File: src/hw/rtl/lavm_pkg.sv
`timescale 1ns / 1ps
package lavm_pkg;

    localparam int FRACTION_BITS = 16;
    localparam int DW = 32;
    // normalized coefficients stay within +/- 2^FRACTION_BITS, plus headroom for rounding
    localparam int CW = FRACTION_BITS + 3;
    localparam int PW = CW + DW;
    localparam int SW = PW + 2;
    localparam int QW = FRACTION_BITS + 2;
    localparam int RW = DW + QW;
    localparam int NORM_BITS = 31;

    typedef logic signed [DW-1:0] t_data;
    typedef logic signed [CW-1:0] t_coef;
    typedef logic signed [PW-1:0] t_prod;
    typedef logic signed [SW-1:0] t_wide;

    localparam t_data ONE  = t_data'(1) <<< FRACTION_BITS;
    localparam t_data DMAX = {1'b0, {(DW-1){1'b1}}};
    localparam t_data DMIN = {1'b1, {(DW-1){1'b0}}};

    typedef struct packed {
        logic done;
        logic zero;
    } t_norm_stat;

    typedef struct packed {
        logic [2:0][DW-1:0] eye;
        logic [2:0][DW:0]   dir;
        logic [2:0][DW-1:0] up;
        logic               dzero;
    } t_item;

    typedef enum logic [2:0] {
        N_IDLE,
        N_SCALE,
        N_SQ,
        N_SQRT,
        N_DIV,
        N_FIN
    } t_nstate;

    typedef enum logic [2:0] {
        B_IDLE,
        B_NORMF,
        B_CROSS,
        B_NORMS,
        B_UVEC,
        B_DOT,
        B_EMIT,
        B_IDENT
    } t_bstate;

    function automatic logic [1:0] inc3(logic [1:0] k);
        return (k == 2'd2) ? 2'd0 : k + 2'd1;
    endfunction

    // divide by 2^FRACTION_BITS, half away from zero
    function automatic t_wide round_fb(t_wide x);
        logic [SW-1:0] mag;
        logic [SW-1:0] r;
        mag = x[SW-1] ? -x : x;
        r = (mag + (SW'(1) << (FRACTION_BITS - 1))) >> FRACTION_BITS;
        return x[SW-1] ? -t_wide'(r) : t_wide'(r);
    endfunction

    function automatic t_data sat_val(t_wide x);
        if (x > t_wide'(DMAX)) begin
            return DMAX;
        end else if (x < t_wide'(DMIN)) begin
            return DMIN;
        end
        return t_data'(x);
    endfunction

    function automatic logic sat_hit(t_wide x);
        return (x > t_wide'(DMAX)) || (x < t_wide'(DMIN));
    endfunction

endpackage

File: src/hw/rtl/lavm_front.sv
`timescale 1ns / 1ps
module lavm_front (
    input  logic             i_clk,
    input  logic             i_rst_n,
    input  logic             i_start,
    input  lavm_pkg::t_data  i_eye [3],
    input  lavm_pkg::t_data  i_target [3],
    input  lavm_pkg::t_data  i_up [3],
    input  logic             i_pop,
    output logic             o_busy,
    output logic             o_head_vld,
    output lavm_pkg::t_item  o_head
);
    import lavm_pkg::*;

    t_item      r_q [2];
    logic       r_wp;
    logic       r_rp;
    logic [1:0] r_cnt;
    t_item      item;
    logic       push;

    always_comb begin
        item = '0;
        for (int k = 0; k < 3; k++) begin
            item.eye[k] = i_eye[k];
            item.up[k]  = i_up[k];
            item.dir[k] = (DW+1)'(i_target[k]) - (DW+1)'(i_eye[k]);
        end
        // target on top of eye: no view direction
        item.dzero = (item.dir[0] == '0) && (item.dir[1] == '0) && (item.dir[2] == '0);
    end

    assign o_busy     = (r_cnt == 2'd2);
    assign push       = i_start && !o_busy;
    assign o_head_vld = (r_cnt != 2'd0);
    assign o_head     = r_q[r_rp];

    always_ff @(posedge i_clk) begin
        if (!i_rst_n) begin
            r_wp  <= 1'b0;
            r_rp  <= 1'b0;
            r_cnt <= 2'd0;
        end else begin
            if (push) begin
                r_wp <= !r_wp;
            end
            if (i_pop) begin
                r_rp <= !r_rp;
            end
            if (push && !i_pop) begin
                r_cnt <= r_cnt + 2'd1;
            end else if (!push && i_pop) begin
                r_cnt <= r_cnt - 2'd1;
            end
        end
    end

    always_ff @(posedge i_clk) begin
        if (push) begin
            r_q[r_wp] <= item;
        end
    end

endmodule

File: config.mk
export PLATFORM = sky130hd
export DESIGN_NAME = lavm_front
export DESIGN_NICKNAME = d
export VERILOG_FILES = /design/src/hw/rtl/lavm_pkg.sv /design/src/hw/rtl/lavm_front.sv
export SDC_FILE = /design/constraint.sdc
export NUM_CORES = 1
export LEC_CHECK = 0
export ABC_CLOCK_PERIOD_IN_PS = 18370
export BUFFER_PORTS_ARGS = -buffer_cell sky130_fd_sc_hd__buf_2
export CORE_AREA = 2 2 225 227
export CTS_CLUSTER_DIAMETER = 80
export DETAILED_ROUTE_END_ITERATION = 7
export DIE_AREA = 0 0 227 229
export PLACE_DENSITY = 0.8
export SYNTH_ARGS = -nofsm -noshare
export SYNTH_HDL_FRONTEND = slang
export SYNTH_SLANG_ARGS = --single-unit
File: constraint.sdc
create_clock -name i_clk -period 18.37 [get_ports i_clk]
set_clock_uncertainty 0.2 [all_clocks]
set_input_delay 0.9185 -clock i_clk [delete_from_list [all_inputs] [get_ports i_clk]]
set_output_delay 0.9185 -clock i_clk [all_outputs]
set_load 0.05 [all_outputs]
==> metrics list, run 1 <==
- The flow ran to the end, and the final reports show no timing, DRC or antenna violations.
- Count of buffers inserted at the top-level ports: 585
- Traced cell by cell, the critical path runs through buf_4 > buf_4 > mux2_2 > buf_2.
- Setup violations remaining at the end of the flow were counted as 0.
- Number of cells on the worst hold path: 1
- After detailed routing, the average wire length per cell comes to 23.38 microns.
- Total iterations of the first detailed-routing run: 5
* Crit path max fanout: 70
* H-Tree Level Count: 2
- In the synthesized netlist the dominant register cell turns out to be edfxtp_1.
- edfxtp_1 takes more of the synthesized area than any other cell.
- The synthesized netlist devotes 4.700% of its cell area to adder and majority cells.
- Layout overhead on the synthesized area: 21.08%
- Number of synthesized flops with an enable pin: 584
- The congestion estimate from routability-driven global placement came to 0.9079.
- Fin cells: 3191
- Once the floorplan was initialized, standard cells occupied 54.58% of the core.
* Setup Crit Path Kind: reg -> out
* IO Count: 586
* Power density relative to cell area: 122.7 nW/um^2
* Row count: 82
- Max-Cap Viols: 0
- Slowest cell on crit path: dfxtp_4
* Count of cell instances traversed by the critical path: 4
- Reg2Reg Depth: 5
- The count of final hold-check violations came to 0.
- After synthesis, the share of flip-flops with an asynchronous set or reset is 0%.
- Number of sinks driven by the clock tree: 589
- By instance count, the leading cell after synthesis is edfxtp_1.
- Total Die Area: 51980 sq um
- Most frequent cells after synthesis: edfxtp_1 (584), mux2_2 (292), inv_1 (134)
* Maximum number of pins on one net before global-route repair: 78
- Share of cells above drive strength 1: 40.30%
- DRC violation count after routing: 0
- TritonCTS clock tree: built
* Clock tree root buffer cell: clkbuf_16
* Final-layout setup total negative slack: 0 ns
- By area the synthesized netlist is led by edfxtp_1 (65%), mux2_2 (12%), ha_1 (4.5%).
- Worst min-delay path category: in -> reg
- On the worst path, the slowest cell contributes a delay of 0.96 ns.
- Capturing element type of the critical path: output port
* First DRT Iteration DRCs: 1231
* Average instance area after synthesis: 14.67 sq um
- Initial antenna violation count: 29
- VDD sags by at most 0.08834 mV.
- Top Family by Delay on Critical Path: buffers and inverters
* Count of hold-fix buffers inserted at cts: 0
- The floorplan step set the die height to 229 microns.
- GRT Overall Usage: 27.78%
- Inserted Clock Buffers: 60
- The number of placed instances, taps included, is 3066.
- Post-CTS repair changed the size of 0 cells.
* Placed wire-length estimate after detailed placement: 55640 microns
* Wire length of the first global-routing pass: 107500 microns
- After synthesis, the share of cell area in mux cells is 12.13%.
- The final route contains 17991 vias.
- Data arrival time of the critical path: 4.06 ns
- Subtracting the final worst setup slack from the clock period gives 5.176 ns.
- Count of distinct cell types in the synthesized netlist: 80
- Combinational family with the most area after synthesis: multiplexers
- The final layout contains routed wiring with a total length of 74610 microns.
* Final net count: 2848
- Top cell by count, worst path: buf_4
- Area of the mapped netlist: 27100 sq um
- Seq/Total Area, Yosys: 65.08%
- After Yosys synthesis, and, or, nand and nor cells account for 5.716% of the synthesized area.
- The clock passes through at most 3 buffers.
- After global routing the overflow that remains totals 0.
- Setup repair after global routing left no endpoint under its margin.
- Antenna-violating nets left: 0
- Area share of xor/xnor cells in the synthesized design: 2.650%
- Latest clock arrival within the worst-skew pair: 0.62 ns
- Final slew viol count: 0
- Number of vias per cell after detailed routing: 5.638
- Timing would allow up to 193.2 MHz.
- Post-CTS timing repair inserted 0 buffers for setup.
* Buf/Inv on CP: 3
- Vias in the first global route: 17902
* Post-synthesis compound-gate area fraction: 7.114%
* Setup crit start kind: flop
- Clock-pin slew was measured on the worst setup and hold paths at 0.06 ns.
* Relative slew slack: 25.96%
- The Yosys step of the flow raised 0 warnings.
- Fraction of synthesized cell area taken by the top area cell type: 64.71%
- Standby leakage power: 12.83 nW
- Area of all sequential standard cells: 17640 sq um
* Worst EP required: 17.25 ns
- The layout has 3685 filler cells.
- The final critical path takes up 28.18% of the cycle.
- Synthesis inferred 589 register bits.
- For the pin with the worst max-slew slack, the measured transition is 1.111 ns.
- The multi-input combinational cells in the finished layout cover a total of 8770 sq um.
- The number of nets in the synthesized netlist is 2239.
- In the synthesized netlist, the number of instances is 1847.
- The floorplan step set the die width to 227 microns.
- The total area inside the core boundary comes to 49660 sq um.
-- stage by stage --
stage	area (sq um)	total power, mW	hold slack [ns]	setup WS (ns)	utilization [%]
6_report	32810	4.028	0.2772	13.19	66.08
4_1_cts	32780	4.050	0.2374	13.13	66.01
3_5_place_dp	30780	2.808	0.3082	12.83	61.98
2_1_floorplan	27100	2.553	0.2728	4.048	-
3_3_place_gp	30780	2.789	0.2841	13.05	61.98
5_1_grt	32800	4.161	0.2542	12.98	66.05
-- logic make-up after synthesis --
| group | count (synthesis) |
|---|---|
| xor gates and xnor gates | 82 |
| muxes | 292 |
| and+or+nand+nor | 302 |
| adders and majority gates | 100 |
| AOI/OAI and AO/OA | 297 |
| DFF | 589 |
| buffers and inverters | 185 |
-- layout make-up --
type | count | share of cell area [%]
tap | 672 | 2.562
inverter | 135 | 1.544
clock buffer | 78 | 4.843
sequential | 589 | 53.76
clock inverter | 34 | 1.270
antenna | 13 | 0.09914
multi-input combinational | 1073 | 26.73
timing repair buffer | 597 | 9.197
-- metal layers --
layer	GRT usage, %	routed length (microns)	vias up
li1	-	-	8247
met1	32.14	27380	8764
met2	46.20	35960	763
met3	9.570	7377	191
met4	13.28	3721	26
met5	0	175	-
-- sequential cells by signal, summed over array words and instances, names as in the netlist, named ones only --
| name | count |
|---|---|
| r_q | 584 |
| r_cnt | 2 |
| r_rp | 1 |
| r_wp | 1 |
-- cells in the final DEF (no fill, tap or decap), types with 14 or more instances in the layout --
master,netlist,final
inv_1,134,134
nand3_1,23,23
nand4_1,14,14
a21oi_1,99,99
xnor2_1,51,51
clkbuf_1,44,16
edfxtp_1,584,584
nor2_1,71,70
a21o_1,20,20
nand2b_1,15,15
nor3_1,15,15
ha_1,97,97
o21ai_0,47,47
o21ai_1,17,17
xor2_1,31,31
nand2_1,83,83
mux2_2,292,292
and2_1,20,20
clkbuf_16,0,60
buf_2,4,585
-- worst paths after layout --
| path | start | endpoint | slack, ns |
|---|---|---|---|
| min | i_up[21] | r_q[0][86] | 0.28 |
| max | flop | o_head[148] | 13.19 |
| min reg2reg | r_cnt[1] | r_cnt[1] | 0.32 |
| max reg2reg | r_cnt[0] | r_q[0][103] | 14.44 |
-- power breakdown --
group	leakage [nW]	internal (mW)	switching [mW]	total (mW)
clock network	0.985	0.736	0.508	1.24
logic	6.35	0.284	0.788	1.07
registers	5.49	1.67	0.0381	1.71
total	12.8	2.69	1.33	4.03
-- worst register-to-register path, stage by stage, from the launching register on --
cell and delay [ns]:
dfxtp_1 0.39, nand2b_1 0.17, nand2_1 0.12, nor2_4 0.80
buf_4 0.81, buf_4 0.95
(Power assumes the default switching activity.)
==> run 2: changes to the inputs <==
- ABC_CLOCK_PERIOD_IN_PS: 18370 -> 4400
- CORE_AREA: 2 2 225 227 -> default
- CORE_UTILIZATION: default -> 50
- DIE_AREA: 0 0 227 229 -> default
- PLACE_DENSITY: 0.8 -> 0.77
- clock period: 18.37 -> 4.4 ns (I/O delays scaled with it)
==> run 2 against run 1 <==
  * Utilization up 0.31 points
  * Largest cell class unchanged
  * Sequential power rose to 4.2 times the previous value
  * Setup slack worse by 13 ns
  * Combinational power rose to 4.5 times the previous value
  * Wire length up 8.6%
==> metrics list, run 2 (same netlist as run 1, synthesis figures left out) <==
* Most common cell after layout, fill and taps aside: buf_2
- The register with the most flip-flops in the final layout is r_q.
- Total iterations of the first detailed-routing run: 6 (+1)
- Overflow after GRT: 0 (unchanged)
- Final-layout setup total negative slack: 0 ns (unchanged)
- The global placer's final weighted congestion was 0.9313 (+2.6%).
* Effective utilization at floorplan: 51.06% (-3.5 points)
- The area after detailed placement was 31080 sq um (+1.0%).
- The worst slew margin relative to its limit was 37.00% (+11 points).
* Maximum clock path buffer count: 3 (unchanged)
- The total power of the final layout came to 16.94 mW (+320%).
- The CTS buffer count is 60 (unchanged).
- H-Tree Level Count: 2 (unchanged)
- Final Hold Violating Endpoints: 0 (unchanged)
- Leading cell types in the layout, fill and taps excluded: buf_2 (585), edfxtp_1 (584), mux2_2 (292), dlygate4sd3_1 (216), inv_1 (134)
- The setup slack at placement came to -0.09346 ns (-12.92 ns).
- The part of the total power dissipated in combinational logic is 28.2% (+1.6 points).
- Worst min-delay path category: in -> reg
- The flow ran to the end, and the final reports show no timing, DRC or antenna violations.
- Final net count: 3086 (+8.4%)
* Area taken by multi-input logic gates: 8842 sq um (+0.83%)
- Layout fillers: 3666 (-0.52%)
- Count of buffers inserted at the top-level ports: 585 (unchanged)
* Top cell by count, worst path: a21oi_2
- Area of all sequential standard cells: 17640 sq um (about the same)
- Unrepaired setup endpoints after global routing: false
* Crit share post-route: 95.56%
* Final hold slack: 0.04087 ns (-0.2363 ns)
- The worst setup path is captured at a flop.
- The maximum number of pins on one net before global-route repair was 123 (+58%).
* Number of sinks driven by the clock tree: 589 (unchanged)
- For this run, the top clock speed supported by timing is 237.8 MHz.
* Data arrival time of the critical path: 4.45 ns (+0.39 ns)
* Buf/Inv on CP: 2 (-1)
- The number of antenna violations at the first check in global routing was 10 (-66%).
- Layout overhead on the synthesized area: 30.03%
- The global-route total usage across every layer is 28.89% (+1.1 points).
- The leakage dissipation was 13.83 nW (+7.8%).
- The largest registers in the layout are r_q x584, r_cnt x2.
- The share of final-layout standard cells stronger than drive strength 1 is 37.95% (-2.4 points).
- The flip-flop count of the largest register after layout is 584 (unchanged).
- Vias in the first global route: 19836 (+11%)
- Walking the worst path, the cells encountered are dlygate4sd3_1 > buf_2 > ha_2 > fa_1 > nand2b_1 > a21o_1 > a211oi_2 > o211ai_1 > a21oi_2 > o22ai_2 > a211o_1 > a21oi_2 > or4b_1 > or4_1 > nor4_4.
- Chip Width: 234.8 microns (+3.4%)
- The core outline area is 53080 sq um (+6.9%).
* Clock tree root buffer cell: clkbuf_16
- Time the worst path needs with I/O delays and setup: 4.205 ns
* Part of the power in registers: 42.2% (-0.3 points)
- The clock network fraction of design power was 29.5% (-1.4 points).
- The worst endpoint required time was 4.65 ns (-12.60 ns).
* Setup crit start kind: input port
* Antenna-violating nets left: 0 (unchanged)
- Row count: 84 (+2.4%)
* Wirelength per Cell: 23.61 microns (+0.96%)
* Switching power: 5.762 mW (+330%)
- Crit-path max cell delay: 0.55 ns (-0.41 ns)
* Final slew viol count: 0 (unchanged)
- The overall via count from detail_route is 19059 (+5.9%).
- Power density relative to cell area: 480.7 nW/um^2 (+290%)
- Finish-stage setup viols: 0 (unchanged)
- The number of top-level pins was 586 (unchanged).
- The area of the die is 55140 sq um (+6.1%).
- The maximum ir drop on the vdd rail was 0.3558 mV (+300%).
- Crit path max fanout: 6 (-91%)
- The fraction of power spent switching nets came to 34.01% (+0.90 points).
- The slowest stage of the critical path is the dlygate4sd3_1 cell.
* Placed wire-length estimate after detailed placement: 57170 microns (+2.7%)
- TritonCTS clock tree: built
- Post-Route WL: 81060 microns (+8.6%)
* First DRT Iteration DRCs: 1338 (+8.7%)
* Latest clock arrival within the worst-skew pair: 0.63 ns (about the same)
* Cell area after layout: 35240 sq um (+7.4%)
- DRC violation count after routing: 0 (unchanged)
- Setup Crit Path Kind: in -> reg
- The first-pass GRT wire length is 120700 microns (+12%).
- The max-cap check violation count was 0 (unchanged).
- The minimum setup slack in the final design is 0.1954 ns (-13.00 ns).
- The clock-pin slew reported for the worst setup and hold paths after clock tree synthesis came to 0.06 ns (about the same).
* Number of vias per cell after detailed routing: 5.550 (-1.6%)
- In this design, the largest share of critical-path delay is due to compound AO/OA/AOI/OAI gates.
- P_int: 11.18 mW (+310%)
- Transition time at the pin with the least slew margin: 0.9332 ns (-0.1773 ns)
- Die span in y: 234.8 microns (+2.5%)
==> run 2: cell types whose count changed in the layout (fill, tap and decap cells not counted), sizes merged <==
cell and delta:
bufinv -4, clkinv +7, dlygate4sd3 +216, clkbuf -9, clkinvlp +2, diode -5
inv -2, buf +22
==> run 2: routing by layer <==
| layer | track usage (%) | wire length, microns | vias up |
|---|---|---|---|
| li1 | - | - | 8719 |
| met1 | 33.84 | 30690 | 9265 |
| met2 | 49.89 | 40070 | 883 |
| met3 | 7.824 | 6738 | 186 |
| met4 | 12.44 | 3519 | 6 |
| met5 | 0 | 43 | - |
==> run 2: tightest hold or removal path: cells and delay by family <==
kind,cells,cell delay [ns]
adders and majority gates,1,0.19
xor gates and xnor gates,1,0.16
buffers and inverters,1,0.09
==> run 2: area by class of cell <==
type                    instances  share of cell area, %
clock buffers                  69                  4.417
flip-flops and latches        589                  50.06
well taps                     688                  2.443
clock inverters                37                  1.001
inverters                     135                  1.438
repair buffers                835                  15.49
multi-input cells            1073                  25.09
diodes                          8                0.05681
==> run 2: final timing paths <==
check	end	slack [ns]	depth (start not counted)	start
worst min register to register	r_cnt[1]	0.42	2	r_cnt[1]
worst max-delay path	r_q[1][0]	0.20	15	i_eye[0]
worst max register to register	r_q[0][138]	1.94	4	r_cnt[0]
worst min-delay path	r_q[0][134]	0.04	3	i_target[36]
==> run 2: power by group through the flow <==
stage / Clock (mW) / Combinational, mW / Sequential, mW
6_report: 5.00 / 4.78 / 7.15
5_1_grt: 5.27 / 5.01 / 7.19
4_1_cts: 5.06 / 4.75 / 7.14
3_5_place_dp: 0 / 4.56 / 7.26
3_3_place_gp: 0 / 4.52 / 7.21
2_1_floorplan: 0 / 3.23 / 7.27
==> run 2: repair_timing <==
item	CTS	global route
gates resized for setup	0	12
endpoints found under the hold margin	440	0
setup buffers	0	1
hold buffers	216	0
setup endpoints to repair	0	2
==> run 2: through the flow <==
stage               util, %  instances
floorplan                 -       1847
global placement      58.56       3103
detailed placement    58.56       3103
CTS                   66.23       3425
global route          66.38       3432
finish                66.39       3434
